--- config.mk ---
export PLATFORM = sky130hd
export DESIGN_NAME = overlay_blend_yuv420_block
export DESIGN_NICKNAME = d
export VERILOG_FILES = /design/src/design/obl_pkg.sv /design/src/design/obl_prep.sv /design/src/design/obl_mul.sv /design/src/design/obl_mix.sv /design/src/design/overlay_blend_yuv420_block.sv
export VERILOG_INCLUDE_DIRS = /design/src /design/src/design
export SDC_FILE = /design/constraint.sdc
export NUM_CORES = 1
export LEC_CHECK = 0
export BUFFER_PORTS_ARGS = -buffer_cell sky130_fd_sc_hd__buf_2
export CORE_MARGIN = 2
export CORE_UTILIZATION = 60
export CTS_CLUSTER_DIAMETER = 120
export DETAILED_ROUTE_END_ITERATION = 6
export GPL_ROUTABILITY_DRIVEN = 1
export PLACE_DENSITY_LB_ADDON = 0.12
export SLEW_MARGIN = 20
export SYNTH_ARGS = -nofsm -noshare
export SYNTH_HDL_FRONTEND = slang
export SYNTH_HIERARCHICAL = 1
export SYNTH_SLANG_ARGS = --single-unit
export TNS_END_PERCENT = 30
--- constraint.sdc ---
create_clock -name clk -period 13.4 [get_ports clk]
set_input_delay 0.67 -clock clk [delete_from_list [all_inputs] [get_ports clk]]
set_output_delay 0.67 -clock clk [all_outputs]
set_load 0.02 [all_outputs]
--- src/design/overlay_blend_yuv420_block_assert.svh ---
// Assertion macros for the overlay blend design files; obl_mix is the one that uses them.
// Each macro expects a clock named clk and a synchronous reset named rst.
`ifndef OVERLAY_BLEND_YUV420_BLOCK_ASSERT_SVH
`define OVERLAY_BLEND_YUV420_BLOCK_ASSERT_SVH

// The consequent must hold in the same cycle as the antecedent.
`define OBL_ASSERT_SAME(lbl, ante, cons) \
  lbl: assert property (@(posedge clk) disable iff (rst) (ante) |-> (cons)) \
    else $error("overlay blend check failed");

// The consequent must hold in the cycle after the antecedent.
`define OBL_ASSERT_NEXT(lbl, ante, cons) \
  lbl: assert property (@(posedge clk) disable iff (rst) (ante) |=> (cons)) \
    else $error("overlay blend check failed");

`endif

--- src/design/obl_pkg.sv ---
package obl_pkg;

  localparam int NumPx = 4;

  typedef enum logic [1:0] {
    CASE_OPAQUE = 2'd0,
    CASE_BLEND  = 2'd1,
    CASE_TRANSP = 2'd2
  } blend_case_t;

  // Input word as it arrives on s_tdata; the first member sits in the top bits.
  typedef struct packed {
    logic [7:0]              bgv;
    logic [7:0]              bgu;
    logic [NumPx-1:0][7:0]   bgl;
    logic [NumPx-1:0][31:0]  px;
  } in_t;

  typedef struct packed {
    logic [NumPx-1:0][7:0] inv;
    logic [NumPx-1:0][7:0] lum;
    logic [NumPx-1:0][7:0] bgl;
    logic [7:0]            weight;
    logic [7:0]            avg_u;
    logic [7:0]            avg_v;
    logic [7:0]            bgu;
    logic [7:0]            bgv;
    blend_case_t           bcase;
  } prep_t;

  typedef struct packed {
    logic [NumPx-1:0][7:0] scl;
    logic [NumPx-1:0][7:0] lum;
    logic [NumPx-1:0][7:0] bgl;
    logic [7:0]            scu;
    logic [7:0]            scv;
    logic [7:0]            avg_u;
    logic [7:0]            avg_v;
    logic [7:0]            bgu;
    logic [7:0]            bgv;
    blend_case_t           bcase;
  } mul_t;

  typedef struct packed {
    blend_case_t           bcase;
    logic [7:0]            v;
    logic [7:0]            u;
    logic [NumPx-1:0][7:0] luma;
  } out_t;

endpackage

--- src/design/obl_prep.sv ---
module obl_prep (
  input  logic         clk,
  input  logic         rst,
  input  logic         in_valid,
  output logic         in_ready,
  input  obl_pkg::in_t in_data,
  output logic         out_valid,
  input  logic         out_ready,
  output obl_pkg::prep_t out_data
);
  import obl_pkg::*;

  prep_t      nxt;
  logic [9:0] sum_inv;
  logic [9:0] sum_u;
  logic [9:0] sum_v;

  // Inverse alpha per pixel, block sums and the blend decision.
  always_comb begin
    sum_inv = '0;
    sum_u   = '0;
    sum_v   = '0;
    for (int i = 0; i < NumPx; i++) begin
      nxt.inv[i] = 8'd255 - in_data.px[i][31:24];
      nxt.lum[i] = in_data.px[i][23:16];
      nxt.bgl[i] = in_data.bgl[i];
      sum_inv    = sum_inv + {2'b00, nxt.inv[i]};
      sum_u      = sum_u + {2'b00, in_data.px[i][15:8]};
      sum_v      = sum_v + {2'b00, in_data.px[i][7:0]};
    end
    nxt.weight = sum_inv[9:2];
    nxt.avg_u  = sum_u[9:2];
    nxt.avg_v  = sum_v[9:2];
    nxt.bgu    = in_data.bgu;
    nxt.bgv    = in_data.bgv;
    priority if (nxt.weight == 8'd0) begin
      nxt.bcase = CASE_OPAQUE;
    end else if (nxt.weight == 8'd255) begin
      nxt.bcase = CASE_TRANSP;
    end else begin
      nxt.bcase = CASE_BLEND;
    end
  end

  assign in_ready = !out_valid || out_ready;

  always_ff @(posedge clk) begin
    if (rst) begin
      out_valid <= 1'b0;
    end else if (in_ready) begin
      out_valid <= in_valid;
    end
  end

  always_ff @(posedge clk) begin
    if (in_valid && in_ready) begin
      out_data <= nxt;
    end
  end

endmodule

--- src/design/obl_mul.sv ---
module obl_mul (
  input  logic           clk,
  input  logic           rst,
  input  logic           in_valid,
  output logic           in_ready,
  input  obl_pkg::prep_t in_data,
  output logic           out_valid,
  input  logic           out_ready,
  output obl_pkg::mul_t  out_data
);
  import obl_pkg::*;

  mul_t        nxt;
  logic [15:0] prod_l [NumPx];
  logic [15:0] prod_u;
  logic [15:0] prod_v;

  // Luma scales by each pixel's own inverse alpha, chroma by the block weight.
  always_comb begin
    for (int i = 0; i < NumPx; i++) begin
      prod_l[i]  = {8'd0, in_data.bgl[i]} * {8'd0, in_data.inv[i]};
      nxt.scl[i] = prod_l[i][15:8];
    end
    prod_u    = {8'd0, in_data.bgu} * {8'd0, in_data.weight};
    prod_v    = {8'd0, in_data.bgv} * {8'd0, in_data.weight};
    nxt.scu   = prod_u[15:8];
    nxt.scv   = prod_v[15:8];
    nxt.lum   = in_data.lum;
    nxt.bgl   = in_data.bgl;
    nxt.avg_u = in_data.avg_u;
    nxt.avg_v = in_data.avg_v;
    nxt.bgu   = in_data.bgu;
    nxt.bgv   = in_data.bgv;
    nxt.bcase = in_data.bcase;
  end

  assign in_ready = !out_valid || out_ready;

  always_ff @(posedge clk) begin
    if (rst) begin
      out_valid <= 1'b0;
    end else if (in_ready) begin
      out_valid <= in_valid;
    end
  end

  always_ff @(posedge clk) begin
    if (in_valid && in_ready) begin
      out_data <= nxt;
    end
  end

endmodule

--- src/design/obl_mix.sv ---
`include "overlay_blend_yuv420_block_assert.svh"

module obl_mix (
  input  logic          clk,
  input  logic          rst,
  input  logic          in_valid,
  output logic          in_ready,
  input  obl_pkg::mul_t in_data,
  output logic          out_valid,
  input  logic          out_ready,
  output obl_pkg::out_t out_data
);
  import obl_pkg::*;

  out_t nxt;

  function automatic logic [7:0] sat_add(input logic [7:0] a, input logic [7:0] b);
    logic [8:0] s;
    s = {1'b0, a} + {1'b0, b};
    return s[8] ? 8'hFF : s[7:0];
  endfunction

  always_comb begin
    nxt.bcase = in_data.bcase;
    unique case (in_data.bcase)
      CASE_OPAQUE: begin
        nxt.luma = in_data.lum;
        nxt.u    = in_data.avg_u;
        nxt.v    = in_data.avg_v;
      end
      CASE_BLEND: begin
        for (int i = 0; i < NumPx; i++) begin
          nxt.luma[i] = sat_add(in_data.scl[i], in_data.lum[i]);
        end
        nxt.u = sat_add(in_data.scu, in_data.avg_u);
        nxt.v = sat_add(in_data.scv, in_data.avg_v);
      end
      default: begin
        nxt.luma = in_data.bgl;
        nxt.u    = in_data.bgu;
        nxt.v    = in_data.bgv;
      end
    endcase
  end

  assign in_ready = !out_valid || out_ready;

  always_ff @(posedge clk) begin
    if (rst) begin
      out_valid <= 1'b0;
    end else if (in_ready) begin
      out_valid <= in_valid;
    end
  end

  always_ff @(posedge clk) begin
    if (in_valid && in_ready) begin
      out_data <= nxt;
    end
  end

  `OBL_ASSERT_NEXT(a_take_fills, in_valid && in_ready, out_valid)
  `OBL_ASSERT_NEXT(a_transp_keeps_bg,
    in_valid && in_ready && in_data.bcase == CASE_TRANSP,
    out_data.luma == $past(in_data.bgl) && out_data.u == $past(in_data.bgu))
  `OBL_ASSERT_NEXT(a_blend_no_wrap,
    in_valid && in_ready && in_data.bcase == CASE_BLEND,
    out_data.luma[0] >= $past(in_data.lum[0]) && out_data.v >= $past(in_data.avg_v))
  `OBL_ASSERT_SAME(a_empty_ready, !out_valid, in_ready)

endmodule

--- src/design/overlay_blend_yuv420_block.sv ---
// Overlay blend for one 2x2 block of a 4:2:0 picture.
// The slave stream carries one word per block: four packed overlay pixels
// (alpha, Y, U, V) and the background luma, U and V bytes under them.
// The master stream returns one word per block with the four blended luma
// bytes, the blended U and V bytes, and the blend case on m_tuser.
// The pipeline has three register stages: block sums and the blend decision,
// the six 8x8 background scalings, and the saturating add with the case
// select. A word accepted on s_tdata is registered in the prep, mul and mix
// stages in that order before it shows on m_tvalid. One word can be accepted
// every cycle while the output is not stalled; the throughput is one
// block per clock, since every stage takes a new word in each cycle in
// which the stage after it is empty or moves its word on.
// Each stage holds its own valid bit and may load whenever it is empty or
// its contents move on, so bubbles close up even while the output waits.
// When the receiver holds m_tready low, the result stays on m_tdata and the
// stalls back up stage by stage; s_tready falls only once all three stages
// are full. Nothing is dropped or repeated.
// A synchronous reset clears the valid bits; no data words are in flight
// afterwards and s_tready is high in the next cycle.
module overlay_blend_yuv420_block (
  input  logic         clk,
  input  logic         rst,
  input  logic         s_tvalid,
  output logic         s_tready,
  // Fields from bit 0 up: overlay_px_top_left, overlay_px_top_right,
  // overlay_px_bot_left, overlay_px_bot_right (32 each), bg_luma_top_left,
  // bg_luma_top_right, bg_luma_bot_left, bg_luma_bot_right, bg_chroma_u,
  // bg_chroma_v (8 each).
  input  logic [175:0] s_tdata,
  output logic         m_tvalid,
  input  logic         m_tready,
  // Fields from bit 0 up: out_luma_top_left, out_luma_top_right,
  // out_luma_bot_left, out_luma_bot_right, out_chroma_u, out_chroma_v
  // (8 each).
  output logic [47:0]  m_tdata,
  // Field: blend_case (0 opaque copy, 1 blended, 2 transparent).
  output logic [1:0]   m_tuser
);
  import obl_pkg::*;

  in_t   in_word;
  prep_t prep_data;
  mul_t  mul_data;
  out_t  out_data;
  logic  prep_valid;
  logic  prep_ready;
  logic  mul_valid;
  logic  mul_ready;

  // The packed input struct lays its fields out exactly as the bus does.
  assign in_word = in_t'(s_tdata);

  obl_prep u_prep (
    .clk       (clk),
    .rst       (rst),
    .in_valid  (s_tvalid),
    .in_ready  (s_tready),
    .in_data   (in_word),
    .out_valid (prep_valid),
    .out_ready (prep_ready),
    .out_data  (prep_data)
  );

  obl_mul u_mul (
    .clk       (clk),
    .rst       (rst),
    .in_valid  (prep_valid),
    .in_ready  (prep_ready),
    .in_data   (prep_data),
    .out_valid (mul_valid),
    .out_ready (mul_ready),
    .out_data  (mul_data)
  );

  obl_mix u_mix (
    .clk       (clk),
    .rst       (rst),
    .in_valid  (mul_valid),
    .in_ready  (mul_ready),
    .in_data   (mul_data),
    .out_valid (m_tvalid),
    .out_ready (m_tready),
    .out_data  (out_data)
  );

  // The case code rides on tuser; the six bytes fill tdata from the bottom.
  assign m_tdata = {out_data.v, out_data.u, out_data.luma};
  assign m_tuser = out_data.bcase;

endmodule
# == Yosys cells after proc, flatten, opt, wreduce, memory -nomap -nowiden ==
# Index checks and enable logic that the tools add are counted.
# totals
in_bits,180
ff_bits,337
output_inout_bits,52
# op_classes
addsub,19
muxes,8
n_reduce_logical,11
n_eq_ne,2
mul,6
# op_table
operator,n
$mul A8 B8 Y16,6
$pmux W48 S2,1
$add A8 B8 Y9,9
$add A10 B8 Y10,6
$mux W8,6
$sub A8 B8 Y8 const A,4
$eq A8 B8 Y1 const B,1
$logic_not A8 Y1,1
$logic_and A1 B1 Y1,3
$logic_not A1 Y1,3
$logic_or A1 B1 Y1,3
$eq A2 B1 Y1 const B,1
$logic_not A2 Y1,1
$mux W2,1

# == Logic depth before layout (Yosys ltp) ==
# depth
ltp_word,6
ltp_mapped,16
ltp_nobuf,16

# == By module ==
# The synthesis kept the hierarchy.
# by_module_without_submodules
mod,n_inst,seq_area_each_um2,cells_each,area_per_inst_um2
obl_mul,1,4404.2,1441,15895.2
obl_prep,1,4164.0,419,6488.7
obl_mix,1,1521.5,406,4129.0

# == Least setup slack after synthesis ==
# Ideal clock, no wire load.
# synth_timing
kind,input to register
startpoint,input port m_tready
endpoint,register u_prep/out_data[0] in the netlist's numbering (enable)
path_buffers,0
arrival_time_ns,4.379
required_ns,12.887
setup_ns,0.513
cell_stages,4
setup_slack_ns,8.508
path_cell_list,nand2b_1 nand2b_1 nand2b_1 and2_1
# synth_between
elab_chain_len,4
# synth_rtl
element,line,text
"start, declared",overlay_blend_yuv420_block.sv:31,"input logic m_tready,"
$logic_or A1 B1 Y1,obl_mix.sv:46,assign in_ready = !out_valid || out_ready;
$logic_or A1 B1 Y1,obl_mul.sv:37,assign in_ready = !out_valid || out_ready;
via prep_ready,overlay_blend_yuv420_block.sv:46,logic prep_ready;
$logic_or A1 B1 Y1,obl_prep.sv:45,assign in_ready = !out_valid || out_ready;
via s_tready,overlay_blend_yuv420_block.sv:24,"output logic s_tready,"
$logic_and A1 B1 Y1,obl_prep.sv:56,if (in_valid && in_ready) begin
"end signal, assigned",obl_prep.sv:57,out_data <= nxt;
"end, declared",obl_prep.sv:9,output obl_pkg::prep_t out_data
# The timed path passes the listed nets, and every way through them passes these cells.
# A chain may end at the register's enable or synchronous reset.

==> out/qor.yml <==
rows: 77
rsz0062_at_grt: "false"
synth.distinct_cells: 73
grt_first_pass_wirelength_um: 96200
via_per_inst: 5.57
grt_pass1_vias: 18080
io_pins: 232
synthTopCellsByCount: "inv_1 (379), edfxtp_1 (334), and2_1 (305)"
gp_congestion: 0.874
finalSetupViolCount: 0
drt_first_iter_violations: 1117
yosysTopAreaCell: "edfxtp_1"
dp.final_hpwl_um: 46000
clk_pin_slew_worst_paths_ps: 60
syn_to_final_growth_pct: 12.2
grt_usage_pct: 26.9
vias: 17537
wl_per_cell_um: 19.1
cts_hold_buf: 0
ctsResizeCount: 0
die_w_um: 214
ys_ff_latch: 337
wirelength_um: 60200
drtPass1Iterations: 5
grt_overflow: 0
netlist_area_um2: 26500
tightest_slew_ps: 1040
drive_gt1_share_pct: 13.4
postPlaceCellArea_um2: 28400
synth-edff-count: 334
cts_sinks: 337
h-tree-depth: 2
min_period_ps: 4700
multi_input_area_um2: 14900
setup.worst_path.start: "u_prep/out_data[56]$_DFFE_PP_"
cts_buffers: 40
hold_start: "s_tdata[165]"
crit_required_ps: 13690
portBuffers: 231
stdcell_area_um2: 29700
maxSlewViolCount: 0
post_cts.repair.setup_buffers: 0
drc: 0
leakage_uw: 0.0137
fin_util_pct: 67.7
grt_max_degree: 85
r2r_start: "u_prep/out_data[56]$_DFFE_PP_"
power_uw: 6070
regArea_um2: 10100
cp-start-kind: "register"
core_um2: 43900
synth.avg_cell_area_um2: 11.7
antenna_left: 0
dieArea_um2: 45900
cp-end-kind: "register"
fillers: 3406
synthCells: 2266
nets: 3235
maxCapViolations: 0
clockBufferDepth: 3
timing.final.crit_share_pct: 35.1
final_hold_viol_count: 0
yosysWarnings: 6
outcome: "finished, final reports clean"
synthTopCellsByArea: "edfxtp_1 (38%), fa_1 (20%), ha_1 (13%)"
finalWorstSetupSlack_ps: 8700
cp.arrival_ps: 5000
yosysSeqAreaShare_pct: 38.1
clock-skew-final_ps: 24.7
ys_async_sr_fraction_pct: 0
synth_top_area_share_pct: 37.8
cp_max_fo: 9
max-vdd-ir-drop_uv: 381
power.density_nw_per_um2: 204
tns_ps: 0
ys.flop_type: "edfxtp_1"
clockRootBuffer: "clkbuf_16"
place_ws_ps: 8720
worstSetupPathType: "register to register"
yosysMostFrequentCell: "inv_1"
chipHeight_um: 214
initial_core_util_pct: 60.3
syn-num-nets: 2977
cts_tree: "yes"
timing.fmax_ghz: 0.213
antenna_found_initial: 2
min_path_type: "input pin to register"
clock_latency_ps: 560
slew_headroom_pct: 30.6
==> critical path: stages (launching register included) <==
cell      delay (ps)
edfxtp_1         530
and2_1           220
fa_1             510
fa_1             510
fa_1             500
inv_1             50
fa_1             470
inv_1             40
ha_1             340
and3_1           230
and2_1           150
a221oi_2         430
o21bai_1         180
a21oi_1          220
xnor2_1           80
==> state kept, by name (all words and copies together) (netlist names) <==
signal            cells
u_mul/out_data      146
u_prep/out_data     138
u_mix/out_data       50
u_mix/out_valid       1
u_mul/out_valid       1
u_prep/out_valid      1
==> metal layers <==
layer / share of wire, % / track usage, % / vias to the layer above / wire [um]
met1: 40 / 35.0 / 8728 / 24200
met4: 3.0 / 8.47 / 4 / 1790
li1: - / - / 8182 / -
met5: 0.043 / 0 / - / 26
met3: 6.2 / 4.92 / 104 / 3730
met2: 51 / 45.9 / 519 / 30400
==> power by group <==
| group | switching (uW) | leakage, uW | total, uW | internal [uW] |
|---|---|---|---|---|
| clock | 437 | 0.000648 | 1130 | 689 |
| combinational | 1900 | 0.00981 | 3360 | 1460 |
| sequential | 125 | 0.00320 | 1590 | 1470 |
| total | 2460 | 0.0137 | 6070 | 3610 |
==> final timing paths <==
check | endpoint | slack [ps] | depth (start not counted)
setup / recovery | u_mul/out_data[127]$_DFFE_PP_ | 8700 | 14
hold / removal | u_prep/out_data[15]$_DFFE_PP_ | 280 | 1
setup reg to reg | u_mul/out_data[127]$_DFFE_PP_ | 8700 | 14
hold reg to reg | u_mul/out_data[33]$_DFFE_PP_ | 410 | 0
==> cell families (layout without fill, tap and decap cells) <==
group | after synthesis | in the layout | synth area share, %
xor gates and xnor gates | 97 | 97 | 3.26
DFF | 337 | 337 | 38.1
buffers and inverters | 403 | 690 | 5.73
and+or+nand+nor | 562 | 562 | 11.8
muxes | 1 | 1 | 0.0378
AOI/OAI and AO/OA | 335 | 335 | 8.56
adders and majority gates | 531 | 531 | 32.5
other | 0 | 1 | 0
==> final cells by class <==
type | instances | share of cell area, %
Multi-Input combinational cell | 1526 | 50.1
Sequential cell | 337 | 33.9
Inverter | 379 | 4.78
Timing Repair Buffer | 240 | 4.13
Clock buffer | 53 | 3.67
Tap cell | 592 | 2.49
Clock inverter | 18 | 0.846
Antenna cell | 1 | 0.00842
==> through the flow <==
step	hold WS, ps	std cells
after floorplan	400	2266
after global placement	401	3074
after detailed placement	405	3074
after CTS	247	3145
after global routing	264	3145
final	283	3146
==> cell usage in the layout (no fill, tap or decap), types with 7 or more instances in the layout <==
cell type	count
inv_1	379
edfxtp_1	334
and2_1	302
ha_1	267
fa_1	264
buf_2	231
nand2_1	130
a21oi_1	94
o22ai_1	54
xnor2_1	50
xor2_1	45
clkbuf_16	41
a21o_1	40
o21ai_0	39
nand3_1	25
nor2_1	23
nor3_1	17
o21ai_1	15
a31oi_1	13
nand2b_1	12
and3_1	11
clkbuf_1	10
nand4_1	10
o21bai_1	10
a211oi_1	8
buf_4	8
o21a_1	7
Power figures use the tool's default switching activity.
